**src/hw/rtl/iis_pkg.sv**
```systemverilog
// Shared widths, configuration codes and control types of the integral image stream.
package iis_pkg;

    localparam int PIX_W    = 8;
    localparam int ROWSUM_W = 18;
    localparam int SUM_W    = 28;
    localparam int CFG_W    = 11;
    localparam int CFG_IDX_W = 1;

    localparam logic [CFG_IDX_W-1:0] CFG_IMAGE_WIDTH  = 1'd0;
    localparam logic [CFG_IDX_W-1:0] CFG_IMAGE_HEIGHT = 1'd1;

    localparam logic [CFG_W-1:0] CFG_SIZE_RESET = 11'd1024;

    typedef struct packed {
        logic row_nz;
        logic row_end;
        logic frame_end;
    } t_pos_flags;

endpackage

```
**src/hw/rtl/iis_ctrl.sv**
```systemverilog
// Frame position counters, row running sum and size configuration registers.
module iis_ctrl #(
    parameter int MAX_WIDTH  = 1024,
    parameter int MAX_HEIGHT = 1024,
    localparam int COLW = (MAX_WIDTH > 1) ? $clog2(MAX_WIDTH) : 1,
    localparam int ROWW = (MAX_HEIGHT > 1) ? $clog2(MAX_HEIGHT) : 1
) (
    input  logic                          i_clk,
    input  logic                          i_rst_n,
    input  logic                          i_cfg_we,
    input  logic [iis_pkg::CFG_IDX_W-1:0] i_cfg_idx,
    input  logic [iis_pkg::CFG_W-1:0]     i_cfg_data,
    input  logic                          i_accept,
    input  logic [iis_pkg::PIX_W-1:0]     i_pixel,
    output logic [COLW-1:0]               o_col,
    output logic [iis_pkg::ROWSUM_W-1:0]  o_rowsum,
    output iis_pkg::t_pos_flags           o_flags
);

    localparam int CW = COLW + 1;
    localparam int RW = ROWW + 1;

    function automatic logic [CW-1:0] clamp_w(input logic [iis_pkg::CFG_W-1:0] v);
        logic [CW-1:0] res;
        if (v == '0) begin
            res = CW'(1);
        end else if ({21'd0, v} > 32'(MAX_WIDTH)) begin
            res = CW'(MAX_WIDTH);
        end else begin
            res = CW'(v);
        end
        return res;
    endfunction

    function automatic logic [RW-1:0] clamp_h(input logic [iis_pkg::CFG_W-1:0] v);
        logic [RW-1:0] res;
        if (v == '0) begin
            res = RW'(1);
        end else if ({21'd0, v} > 32'(MAX_HEIGHT)) begin
            res = RW'(MAX_HEIGHT);
        end else begin
            res = RW'(v);
        end
        return res;
    endfunction

    logic [CW-1:0]                  r_width;
    logic [RW-1:0]                  r_height;
    logic [COLW-1:0]                r_col, n_col;
    logic [ROWW-1:0]                r_row, n_row;
    logic [iis_pkg::ROWSUM_W-1:0]   r_rowsum, n_rowsum;
    logic [iis_pkg::ROWSUM_W-1:0]   rowsum_inc;
    logic                           row_end;
    logic                           frame_end;

    always_comb begin
        rowsum_inc = r_rowsum + iis_pkg::ROWSUM_W'(i_pixel);
        row_end    = ((CW'(r_col) + CW'(1)) >= r_width);
        frame_end  = row_end && ((RW'(r_row) + RW'(1)) >= r_height);
        n_col      = r_col;
        n_row      = r_row;
        n_rowsum   = r_rowsum;
        if (i_accept) begin
            if (row_end) begin
                n_col    = '0;
                n_rowsum = '0;
                n_row    = frame_end ? '0 : ROWW'(RW'(r_row) + RW'(1));
            end else begin
                n_col    = COLW'(CW'(r_col) + CW'(1));
                n_rowsum = rowsum_inc;
            end
        end
    end

    always_ff @(posedge i_clk) begin
        if (!i_rst_n) begin
            r_width  <= clamp_w(iis_pkg::CFG_SIZE_RESET);
            r_height <= clamp_h(iis_pkg::CFG_SIZE_RESET);
        end else if (i_cfg_we) begin
            unique case (i_cfg_idx)
                iis_pkg::CFG_IMAGE_WIDTH:  r_width  <= clamp_w(i_cfg_data);
                iis_pkg::CFG_IMAGE_HEIGHT: r_height <= clamp_h(i_cfg_data);
                default: ;
            endcase
        end
    end

    always_ff @(posedge i_clk) begin
        if (!i_rst_n) begin
            r_col    <= '0;
            r_row    <= '0;
            r_rowsum <= '0;
        end else begin
            r_col    <= n_col;
            r_row    <= n_row;
            r_rowsum <= n_rowsum;
        end
    end

    assign o_col             = r_col;
    assign o_rowsum          = rowsum_inc;
    assign o_flags.row_nz    = (r_row != '0);
    assign o_flags.row_end   = row_end;
    assign o_flags.frame_end = frame_end;

    a_row_end_wraps: assert property (@(posedge i_clk) disable iff (!i_rst_n)
        i_accept && row_end |=> r_col == '0 && r_rowsum == '0)
        else $error("column or row sum not cleared at row end");

    a_frame_end_wraps: assert property (@(posedge i_clk) disable iff (!i_rst_n)
        i_accept && frame_end |=> r_row == '0)
        else $error("row count not cleared at frame end");

    a_frame_end_is_row_end: assert property (@(posedge i_clk) disable iff (!i_rst_n)
        frame_end |-> row_end)
        else $error("frame end without row end");

endmodule

```
**config.mk**
```make
export PLATFORM = sky130hd
export DESIGN_NAME = iis_ctrl
export DESIGN_NICKNAME = d
export VERILOG_FILES = /design/src/hw/rtl/iis_pkg.sv /design/src/hw/rtl/iis_ctrl.sv
export SDC_FILE = /design/constraint.sdc
export NUM_CORES = 1
export LEC_CHECK = 0
export ABC_AREA = 0
export CAP_MARGIN = 20
export CORE_MARGIN = 5
export CORE_UTILIZATION = 40
export CTS_BUF_LIST = sky130_fd_sc_hd__clkbuf_8 sky130_fd_sc_hd__clkbuf_16
export DETAILED_ROUTE_END_ITERATION = 6
export DONT_BUFFER_PORTS = 1
export HOLD_SLACK_MARGIN = 0.05
export PLACE_DENSITY_LB_ADDON = 0.2
export SETUP_SLACK_MARGIN = 0.2
export SLEW_MARGIN = 5
export SYNTH_ARGS = -nofsm -noshare
export SYNTH_HDL_FRONTEND = slang
export SYNTH_SLANG_ARGS = --single-unit
export TNS_END_PERCENT = 100
```
**constraint.sdc**
```tcl
create_clock -name i_clk -period 4.7 [get_ports i_clk]
set_input_delay 0.235 -clock i_clk [delete_from_list [all_inputs] [get_ports i_clk]]
set_output_delay 0.235 -clock i_clk [all_outputs]
set_load 0.02 [all_outputs]
```
==> impl_metrics.env <==
export IMPL_status="completed"
export IMPL_synth_top_area_share_pct=31.0
export IMPL_synthAdderAreaFrac_pct=11.2
export IMPL_p_sw_uw=375
export IMPL_setup_viol=0
export IMPL_crit_top_cell="nor2_1"
export IMPL_place_congestion=0.871
export IMPL_grt_max_degree=33
export IMPL_max_slew_worst_pin_slew_ns=0.999
export IMPL_yosys_most_used_dff="dfxtp_1"
export IMPL_min_path_type="in -> reg"
export IMPL_initial_utilization_pct=40.4
export IMPL_drc=0
export IMPL_cpMaxStageDelayCell="a2111oi_4"
export IMPL_hpwl_um=7190
export IMPL_fillers=997
export IMPL_ys_ff_latch=60
export IMPL_fin_skew_ns=0.0120
export IMPL_synthArstFlopShare_pct=0
export IMPL_path_delay_family="simple AND/OR/NAND/NOR gates"
export IMPL_finalWirelength_um=10300
export IMPL_htreeDepth=3
export IMPL_p_seq_share_pct=44.7
export IMPL_required_ns=4.47
export IMPL_clkLatencyLatePin_ns=0.35
export IMPL_p_leak_uw=0.00156
export IMPL_synth_warning_count=0
export IMPL_via_count=3518
export IMPL_maxSlewHeadroom_pct=33.3
export IMPL_synth_edf_count=0
export IMPL_drive_gt1_share_pct=5.22
export IMPL_synth_distinct_cells=54
export IMPL_syn_nets=551
export IMPL_reg2reg_to="r_rowsum[9]"
export IMPL_worstSetupPathType="reg -> out"
export IMPL_cts_tree="yes"
export IMPL_internal_power_uw=837
export IMPL_portBuffers=0
export IMPL_layout_setup_ws_ns=0.650
export IMPL_synth_seq_area_share_pct=31.0
export IMPL_period_share_pct=86.2
export IMPL_cap_violations=0
export IMPL_synth_xor_xnor_area_share_pct=7.24
export IMPL_synth_area_mux_share_pct=0
export IMPL_finalSetupTns_ns=0
export IMPL_finalHoldViolCount=0
export IMPL_cts_hold_buffers=12
export IMPL_synth_compound_area_share_pct=17.8
export IMPL_cp_max_fo=19
export IMPL_die_x_um=108
export IMPL_r2r_slack_ns=0.88
export IMPL_rows=36
export IMPL_grt_overflow=0
export IMPL_fmax_mhz=247
export IMPL_start_kind="flop"
export IMPL_die_area_mm2=0.0117
export IMPL_rr_worst_depth=13
export IMPL_cts_root_buf="clkbuf_8"
export IMPL_power_density_mw_per_mm2=284
export IMPL_worstSetupEndpointType="output pin"
export IMPL_multi_input_area_mm2=0.00243
export IMPL_synth_top_family_by_area="simple AND/OR/NAND/NOR gates"
export IMPL_synthSimpleGateAreaFrac_pct=26.7
export IMPL_initialDrtViolationCount=227
export IMPL_cp_arrival_ns=3.82
export IMPL_ys_top_cells_by_area="dfxtp_1 (31%), ha_1 (11%), a21oi_1 (7.1%)"
export IMPL_viasPerCell=5.58
export IMPL_syn_mean_instance_area_um2=7.85
export IMPL_numCtsBuffers=9
export IMPL_irDropWorstVdd_mv=0.153
export IMPL_place_ws_ns=0.927
export IMPL_ios=55
export IMPL_area_delta_synth_final_pct=10.0
export IMPL_grt_total_usage_pct=18.9
export IMPL_cts_path_max_buffers=2
export IMPL_cts_sinks=60
export IMPL_grt_pass1_wl_um=17300
export IMPL_cts_clk_slew_worst_paths_ns=0.07
export IMPL_register_area_mm2=0.00120
export IMPL_postRouteAntennaNets=0
export IMPL_comb_power_share_pct=18.7
export IMPL_antenna_cells=0
export IMPL_period_minus_slack_ns=4.05
export IMPL_fin_nets=551
export IMPL_power_uw=1210
export IMPL_antenna_found_initial=0
export IMPL_dr_pass1_iters=4
export IMPL_slew_viol_final=0
export IMPL_cts_setup_buffers=0
export IMPL_fp_dieH_um=108
export IMPL_slowest_delay_ns=0.57
export IMPL_crit_buf_inv=1
export IMPL_pwr_share_clk_pct=36.6
export IMPL_switching_share_pct=30.9
export IMPL_rsz0062_at_grt="no"
export IMPL_synth_area_leader_cell="dfxtp_1"
export IMPL_hold_start="i_cfg_data[10]"
export IMPL_grt_pass1_vias=3491
export IMPL_r2r_start="o_col[0]"
export IMPL_cp_depth=11
export IMPL_wl_per_cell_um=16.3
export IMPL_coreArea_mm2=0.00959
export IMPL_whs_path_depth=2
export IMPL_min_to="r_width[6]"
export IMPL_syn_cell_area_mm2=0.00387
export IMPL_synthCells=493
export IMPL_cts_repair_resized=0
export IMPL_path_cells="ha_1 > nand3_1 > nor2_1 > nand3_1 > xnor2_1 > ha_1 > nand4_1 > a2111oi_4 > nor2_1 > buf_4 > nor2_1"
worst max path at each step:
stage / startpoint / endpoint / slack, ns
floorplan: o_col[0] / o_flags[0] / 1.29
global placement: o_col[0] / r_rowsum[9] / 1.06
detailed placement: o_col[0] / r_row[8] / 0.93
CTS: o_col[0] / o_flags[0] / 0.63
global route: o_col[0] / o_flags[0] / 0.34
finish: o_col[0] / o_flags[0] / 0.65
synthesized netlist by cell type (all sizes together) (6+ instances only):
| cell | n |
|---|---|
| o21ai | 10 |
| o22ai | 8 |
| nand4 | 7 |
| clkbuf | 21 |
| nand3 | 39 |
| nand3b | 10 |
| nor2 | 28 |
| ha | 33 |
| nand2 | 57 |
| xor2 | 15 |
| or3 | 13 |
| inv | 31 |
| dfxtp | 60 |
| a21oi | 56 |
| xnor2 | 17 |
| nor3b | 10 |
| nor3 | 12 |
| buf | 6 |
cell type report:
cell class	instances	share of cell area, %
tap	133	3.91
clock inverter	4	0.558
timing repair buffer	16	3.58
inverter	31	2.73
clock buffer	12	3.88
sequential	60	28.2
multi-input combinational	375	57.2
layer usage:
metal | share of wire [%] | GRT usage, % | vias up
met5 | 0 | 0 | -
met4 | 1.2 | 5.41 | 0
met3 | 7.3 | 7.04 | 9
met2 | 47 | 31.0 | 82
met1 | 45 | 23.1 | 1671
li1 | - | - | 1756
layout by cell type, fill, tap and decap left out, drive strengths merged, types with 2 or more instances in the layout:
cell	synthesis	final
buf	6	3
dfxtp	60	60
or4	5	5
nor2	28	28
a21oi	56	56
clkinvlp	0	2
o22ai	8	8
nor2b	2	2
a32o	3	3
o31ai	3	3
nor4	4	4
xnor2	17	17
nor3b	10	10
a21o	2	2
and3	5	5
dlygate4sd3	0	13
or3	13	13
nand2	57	57
nor3	12	12
nand3	39	39
a22oi	4	4
nand2b	3	3
a211o	2	2
clkbuf	21	12
inv	31	32
ha	33	33
xor2	15	15
a2111oi	4	4
o211ai	5	5
nand3b	10	10
o21ai	10	10
a31oi	5	5
nand4	7	7
metrics by stage:
stage	util, %	cell area [um^2]	cells	hold WS [ns]
floorplan	-	3870	493	0.382
global placement	41.1	3940	602	0.318
detailed placement	41.1	3940	602	0.320
CTS	44.3	4250	630	0.0502
global route	44.4	4260	631	0.0515
finish	44.4	4260	631	0.0715
state kept, by name, indices dropped and copies added (netlist names):
signal / cells
r_width: 11
r_rowsum: 18
o_col: 10
r_height: 11
r_row: 10
cells by family (layout without fill, tap and decap cells):
kind of cell	after synthesis	count (layout)
and+or+nand+nor	200	200
AOI/OAI and AO/OA	109	109
DFF	60	60
buffers and inverters	58	63
adders and majority gates	34	34
xor gates and xnor gates	32	32
power groups by stage:
stage	sequential (uW)	clock [uW]	combinational [uW]
floorplan	549	0	186
global placement	553	0	210
detailed placement	553	0	215
CTS	542	463	228
global route	544	490	254
finish	542	443	227
No activity file was read; power rests on OpenSTA's default activity.
