$ cat src/hw/rtl/iis_pkg.sv
// Shared widths, configuration codes and control types of the integral image stream.
package iis_pkg;

    localparam int PIX_W    = 8;
    localparam int ROWSUM_W = 18;
    localparam int SUM_W    = 28;
    localparam int CFG_W    = 11;
    localparam int CFG_IDX_W = 1;

    localparam logic [CFG_IDX_W-1:0] CFG_IMAGE_WIDTH  = 1'd0;
    localparam logic [CFG_IDX_W-1:0] CFG_IMAGE_HEIGHT = 1'd1;

    localparam logic [CFG_W-1:0] CFG_SIZE_RESET = 11'd1024;

    typedef struct packed {
        logic row_nz;
        logic row_end;
        logic frame_end;
    } t_pos_flags;

endpackage

$ cat src/hw/rtl/iis_res_if.sv
// Integral result item channel.
interface iis_res_if;
    logic                      valid;
    logic                      ready;
    logic [iis_pkg::SUM_W-1:0] integral_sum;
    logic                      row_end;
    logic                      frame_end;

    modport source (output valid, output integral_sum, output row_end, output frame_end,
                    input ready);
    modport sink   (input valid, input integral_sum, input row_end, input frame_end,
                    output ready);
endinterface

$ cat src/hw/rtl/iis_accum.sv
// Sum stage: adds the line store value, writes it back and holds the result item.
module iis_accum #(
    parameter int MAX_WIDTH = 1024,
    localparam int COLW = (MAX_WIDTH > 1) ? $clog2(MAX_WIDTH) : 1
) (
    input  logic                         i_clk,
    input  logic                         i_rst_n,
    input  logic                         i_in_valid,
    output logic                         o_in_ready,
    input  logic [COLW-1:0]              i_col,
    input  logic [iis_pkg::ROWSUM_W-1:0] i_rowsum,
    input  iis_pkg::t_pos_flags          i_flags,
    input  logic [iis_pkg::SUM_W-1:0]    i_rdata,
    output logic                         o_we,
    output logic [COLW-1:0]              o_waddr,
    output logic [iis_pkg::SUM_W-1:0]    o_wdata,
    iis_res_if.source                    o_res
);

    logic                         r_s1_valid;
    logic [COLW-1:0]              r_s1_col;
    logic [iis_pkg::ROWSUM_W-1:0] r_s1_rowsum;
    iis_pkg::t_pos_flags          r_s1_flags;
    logic                         r_byp_hit;
    logic [iis_pkg::SUM_W-1:0]    r_byp_sum;
    logic                         r_out_valid;
    logic [iis_pkg::SUM_W-1:0]    r_out_sum;
    logic                         r_out_row_end;
    logic                         r_out_frame_end;

    logic                         s1_adv;
    logic                         accept;
    logic [iis_pkg::SUM_W-1:0]    above;
    logic [iis_pkg::SUM_W-1:0]    s1_sum;

    always_comb begin
        s1_adv     = r_s1_valid && (!r_out_valid || o_res.ready);
        o_in_ready = !r_s1_valid || s1_adv;
        accept     = i_in_valid && o_in_ready;
        // previous item writes this column at the same edge as our read
        above      = r_byp_hit ? r_byp_sum : i_rdata;
        s1_sum     = iis_pkg::SUM_W'(r_s1_rowsum)
                   + (r_s1_flags.row_nz ? above : '0);
    end

    always_ff @(posedge i_clk) begin
        if (!i_rst_n) begin
            r_s1_valid <= 1'b0;
            r_byp_hit  <= 1'b0;
        end else begin
            if (accept) begin
                r_s1_valid <= 1'b1;
                r_byp_hit  <= s1_adv && (r_s1_col == i_col);
            end else if (s1_adv) begin
                r_s1_valid <= 1'b0;
                r_byp_hit  <= 1'b0;
            end
        end
    end

    always_ff @(posedge i_clk) begin
        if (accept) begin
            r_s1_col    <= i_col;
            r_s1_rowsum <= i_rowsum;
            r_s1_flags  <= i_flags;
            r_byp_sum   <= s1_sum;
        end
    end

    always_ff @(posedge i_clk) begin
        if (!i_rst_n) begin
            r_out_valid <= 1'b0;
        end else begin
            r_out_valid <= s1_adv || (r_out_valid && !o_res.ready);
        end
    end

    always_ff @(posedge i_clk) begin
        if (s1_adv) begin
            r_out_sum       <= s1_sum;
            r_out_row_end   <= r_s1_flags.row_end;
            r_out_frame_end <= r_s1_flags.frame_end;
        end
    end

    assign o_we               = s1_adv;
    assign o_waddr            = r_s1_col;
    assign o_wdata            = s1_sum;
    assign o_res.valid        = r_out_valid;
    assign o_res.integral_sum = r_out_sum;
    assign o_res.row_end      = r_out_row_end;
    assign o_res.frame_end    = r_out_frame_end;

    a_byp_needs_item: assert property (@(posedge i_clk) disable iff (!i_rst_n)
        r_byp_hit |-> r_s1_valid)
        else $error("bypass flag set with empty sum stage");

    a_stall_holds: assert property (@(posedge i_clk) disable iff (!i_rst_n)
        r_s1_valid && !s1_adv |=> r_s1_valid && $stable(r_s1_col) && $stable(r_s1_rowsum))
        else $error("stalled sum stage lost its item");

    a_out_frame_row: assert property (@(posedge i_clk) disable iff (!i_rst_n)
        r_out_valid && r_out_frame_end |-> r_out_row_end)
        else $error("result frame end without row end");

endmodule

$ cat src/flat_wrapper.sv
// flat-port wrapper written by rule: the top's interface ports become plain ports
module iis_accum_flat 
#(
    parameter int MAX_WIDTH = 1024,
    localparam int COLW = (MAX_WIDTH > 1) ? $clog2(MAX_WIDTH) : 1
)
  (i_clk, i_rst_n, i_in_valid, o_in_ready, i_col, i_rowsum, i_flags, i_rdata, o_we, o_waddr, o_wdata, o_res_valid, o_res_integral_sum, o_res_row_end, o_res_frame_end, o_res_ready);
  iis_res_if o_res_i ();
  input  logic i_clk;
  input  logic i_rst_n;
  input  logic i_in_valid;
  output logic o_in_ready;
  input  logic [COLW-1:0] i_col;
  input  logic [iis_pkg::ROWSUM_W-1:0] i_rowsum;
  input  iis_pkg::t_pos_flags i_flags;
  input  logic [iis_pkg::SUM_W-1:0] i_rdata;
  output logic o_we;
  output logic [COLW-1:0] o_waddr;
  output logic [iis_pkg::SUM_W-1:0] o_wdata;
  output wire logic [$bits(o_res_i.valid)-1:0] o_res_valid;
  output wire logic [$bits(o_res_i.integral_sum)-1:0] o_res_integral_sum;
  output wire logic [$bits(o_res_i.row_end)-1:0] o_res_row_end;
  output wire logic [$bits(o_res_i.frame_end)-1:0] o_res_frame_end;
  input wire logic [$bits(o_res_i.ready)-1:0] o_res_ready;
  assign o_res_valid = o_res_i.valid;
  assign o_res_integral_sum = o_res_i.integral_sum;
  assign o_res_row_end = o_res_i.row_end;
  assign o_res_frame_end = o_res_i.frame_end;
  assign o_res_i.ready = o_res_ready;
  iis_accum #(.MAX_WIDTH(MAX_WIDTH)) u_core (.i_clk(i_clk), .i_rst_n(i_rst_n), .i_in_valid(i_in_valid), .o_in_ready(o_in_ready), .i_col(i_col), .i_rowsum(i_rowsum), .i_flags(i_flags), .i_rdata(i_rdata), .o_we(o_we), .o_waddr(o_waddr), .o_wdata(o_wdata), .o_res(o_res_i));
endmodule
$ cat config.mk
export PLATFORM = sky130hd
export DESIGN_NAME = iis_accum_flat
export DESIGN_NICKNAME = d
export VERILOG_FILES = /design/src/hw/rtl/iis_pkg.sv /design/src/hw/rtl/iis_res_if.sv /design/src/hw/rtl/iis_accum.sv /design/src/flat_wrapper.sv
export SDC_FILE = /design/constraint.sdc
export NUM_CORES = 1
export LEC_CHECK = 0
export BUFFER_PORTS_ARGS = -buffer_cell sky130_fd_sc_hd__buf_4
export CAP_MARGIN = 10
export CORE_ASPECT_RATIO = 1.2
export CORE_UTILIZATION = 45
export DETAILED_ROUTE_END_ITERATION = 10
export PLACE_DENSITY = 0.81
export SLEW_MARGIN = 20
export SYNTH_ARGS = -nofsm -noshare
export SYNTH_HDL_FRONTEND = slang
export SYNTH_SLANG_ARGS = --single-unit
$ cat constraint.sdc
create_clock -name i_clk -period 3.9 [get_ports i_clk]
set_clock_uncertainty 0.15 [all_clocks]
set_input_delay 0.39 -clock i_clk [delete_from_list [all_inputs] [get_ports i_clk]]
set_output_delay 0.39 -clock i_clk [all_outputs]
set_load 0.01 [all_outputs]
==> flow_metrics.py <==
metrics = {
    "clock_tree": {
        "path_clk_slew_ps": 60,
        "cts_buffers": 9,
        "worst_skew_pair.late_latency_ps": 330,
        "cts_hold_buf": 0,
        "clock-root-buffer": "clkbuf_16",
        "htreeDepth": 3,
        "cts_tree": "yes",
        "clock_path_buffers": 2,
        "cts.sink_count": 92,
    },
    "global_routing": {
        "grt_pass1_wl_um": 16000,
        "grt_pass1_vias": 3356,
        "antenna_found_initial": 0,
        "grt-ovfl-total": 0,
        "grt_max_degree": 39,
        "grt.total_usage": 0.205,
    },
    "timing": {
        "post-route-min-period_ps": 3740,
        "setup_viol": 0,
        "worstMarginPinSlew_ps": 915,
        "finalHoldViolations": 0,
        "setup-tns-final_ps": 0,
        "maxSlewViolCount": 0,
        "slew_headroom": 0.390,
        "fmax_ghz": 0.268,
        "finalCritPeriodShare": 0.958,
        "hold_ws_ps": 81.9,
        "rsz0062_at_grt": "no",
    },
    "critical_path": {
        "critical_path_class": "reg2out",
        "regToRegSetupSlack_ps": 770,
        "slowest_delay_ps": 390,
        "crit_family": "compound AO/OA/AOI/OAI gates",
        "cp_data_arrival_time_ps": 3200,
        "end_kind": "output port",
        "critPathMaxFanout": 16,
        "r2r_cells": 11,
        "crit_chain": "buf_12 -> mux2i_1 -> nor2_1 -> ha_1 -> a21o_1 -> a22o_1 -> o31a_1 -> a211oi_4 -> nor4_2 -> xnor2_1 -> buf_4",
        "slowest_stage": "dfxtp_4",
        "path_buf_inv": 2,
        "r2r_end": "u_core.o_res.integral_sum[26]$_DFFE_PP_",
        "reg2reg_from": "u_core.r_byp_hit$_SDFFE_PN0P_",
        "crit_path_start_kind": "flip-flop",
        "cp.required_ps": 3360,
        "cp_num_cells": 11,
    },
    "placed_design": {
        "portBuffers": 133,
        "gp_congestion": 0.858,
        "dp_hpwl_um": 7840,
    },
    "min_path": {
        "hold_path_end": "u_core.r_s1_flags[1]$_DFFE_PP_",
        "whs_path_depth": 1,
        "worstHoldStart": "i_flags[1]",
        "hp-class": "in2reg",
    },
    "synthesis": {
        "synth-seq-cells": 92,
        "synthesis.nets": 425,
        "synthFlopType": "edfxtp_1",
        "ys_warn_count": 0,
        "syn_inst": 343,
        "synth_edf_count": 89,
        "synthArstFlopShare": 0,
        "synth_cell_types": 46,
        "avgSynthCellArea_um2": 13.1,
        "synth-seq-area-share": 0.609,
        "syn_area_um2": 4490,
    },
    "die": {
        "die_w_um": 93.1,
        "dieArea_um2": 10400,
        "initial_core_util": 0.467,
        "rows": 39,
        "fp.dieH_um": 111,
        "io_pins": 134,
        "core_area_um2": 9610,
    },
    "layout": {
        "fin_nets": 573,
        "syn_to_final_growth_pct": 36.0,
        "drive_gt1_frac": 0.372,
        "n_antenna_cell": 0,
    },
    "routing": {
        "wirelength_um": 10300,
        "antenna_left": 0,
        "drt_iter0_drc": 129,
        "drcViolationCount": 0,
        "vias": 3278,
        "drt-pass1-iter-count": 4,
        "vias_per_cell": 5.30,
        "post_drt_wl_per_cell_um": 16.6,
    },
    "flow_run": {
        "maxCapViolCount": 0,
    },
    "power": {
        "power_density_nw_per_um2": 430,
        "p_leak_nw": 2.46,
        "ir_drop_mv": 0.300,
        "total_power_mw": 2.63,
    },
    "status": {
        "status": "complete, no violations",
    },
}
==> Yosys cell counts (2+ instances only) <==
cell | number | area (um^2)
a22o_1 | 3 | 26.3
o21ai_1 | 4 | 20.0
a31oi_1 | 3 | 18.8
xnor2_1 | 16 | 140
mux2_2 | 5 | 56.3
nor2_1 | 28 | 105
o21ai_0 | 15 | 75.1
xor2_1 | 18 | 158
ha_1 | 18 | 225
nand2_1 | 22 | 82.6
dfxtp_1 | 3 | 60.1
mux2i_1 | 20 | 200
a211oi_2 | 2 | 25.0
nor2b_1 | 6 | 37.5
nand4_1 | 4 | 25.0
clkbuf_1 | 5 | 18.8
inv_1 | 5 | 18.8
a221oi_1 | 2 | 17.5
and3_1 | 3 | 18.8
nand2b_1 | 2 | 12.5
edfxtp_1 | 89 | 2670
nor4_1 | 5 | 31.3
a211oi_1 | 2 | 15.0
and2_1 | 5 | 31.3
a21oi_1 | 18 | 90.1
o21a_1 | 2 | 15.0
a21o_1 | 8 | 60.1
buf_2 | 4 | 20.0
nand3_1 | 8 | 40.0
nand3b_1 | 2 | 15.0
==> sequential cells by signal, indices dropped and copies added, names as in the netlist <==
register	flops
u_core.r_s1_rowsum	18
u_core.r_byp_sum	28
u_core.r_byp_hit	1
u_core.o_waddr	10
u_core.r_s1_flags	3
u_core.o_res.row_end	1
u_core.o_res.integral_sum	28
u_core.o_res.frame_end	1
u_core.r_s1_valid	1
u_core.o_res.valid	1
==> per-layer routing <==
metal | track usage | vias up | wire [um] | part of all wire
li1 | - | 1585 | - | -
met1 | 0.232 | 1565 | 3980 | 0.39
met2 | 0.366 | 120 | 5440 | 0.53
met3 | 0.0608 | 8 | 722 | 0.070
met4 | 0.0697 | 0 | 148 | 0.014
met5 | 0 | - | 0 | 0
==> worst max path at each step <==
stage	start	slack, ps	endpoint
after CTS	u_core.r_byp_hit$_SDFFE_PN0P_	70	o_wdata[26]
after global routing	u_core.r_byp_hit$_SDFFE_PN0P_	6	o_wdata[26]
after floorplan	u_core.r_s1_flags[2]$_DFFE_PP_	50	o_wdata[22]
after detailed placement	u_core.r_s1_flags[2]$_DFFE_PP_	290	o_wdata[26]
final	u_core.r_byp_hit$_SDFFE_PN0P_	160	o_wdata[26]
after global placement	u_core.r_s1_flags[2]$_DFFE_PP_	360	o_wdata[26]
==> repair_timing <==
action                     CTS  global route
setup endpoints to repair    9            11
buffers inserted             2             3
resized for setup            4            13
cloned                       0             0
pin swaps                    1             3
==> power breakdown <==
group | internal [mW] | switching [mW]
clock network | 0.620 | 0.339
registers | 1.18 | 0.0271
logic | 0.213 | 0.240
total | 2.02 | 0.606
==> worst register-to-register path, delay by kind of cell, from the launching register on <==
family	cells	cell delay, ps
simple gates	2	170
flops	1	390
buf+inv	2	330
mux	1	200
compound gates	4	1130
xor+xnor	1	170
fa+ha+maj	1	340
==> kinds of logic (layout without fill, tap and decap cells) <==
kind of cell / Yosys count / in the layout / synth area share
AOI/OAI and AO/OA: 68 / 68 / 0.0985
xor gates and xnor gates: 34 / 34 / 0.0664
adders and majority gates: 19 / 19 / 0.0547
buffers and inverters: 15 / 167 / 0.0153
DFF: 92 / 92 / 0.609
muxes: 25 / 25 / 0.0572
and+or+nand+nor: 90 / 90 / 0.0987
==> cell usage in the layout (no fill, tap or decap), drive strengths merged, types with 2 or more instances in the layout <==
cell type	instances
a211oi	4
a21boi	2
a21o	8
a21oi	18
a221oi	3
a22o	3
a31oi	3
and2	6
and3	3
buf	147
bufinv	3
clkbuf	10
dfxtp	3
edfxtp	89
ha	18
inv	5
mux2	5
mux2i	20
nand2	23
nand2b	2
nand3	8
nand3b	2
nand4	4
nor2	28
nor2b	6
nor4	6
o21a	2
o21ai	19
xnor2	16
xor2	18
==> cell type report <==
type	count	area, um^2
clock buffers	10	229
clock inverters	5	101
fillers	731	3510
inverters	5	21.3
multi-input cells	236	1740
flip-flops and latches	92	2740
well taps	123	154
repair buffers	147	1120
==> metrics by stage <==
stage | worst slack [ps] | std cells | util | area, um^2
final | 164 | 618 | 0.634 | 6100
after global routing | 5.94 | 618 | 0.634 | 6100
after CTS | 68.1 | 615 | 0.626 | 6020
after detailed placement | 285 | 598 | 0.589 | 5660
after global placement | 365 | 598 | 0.589 | 5660
after floorplan | 49.8 | 343 | - | 4490
(Power assumes the default switching activity.)
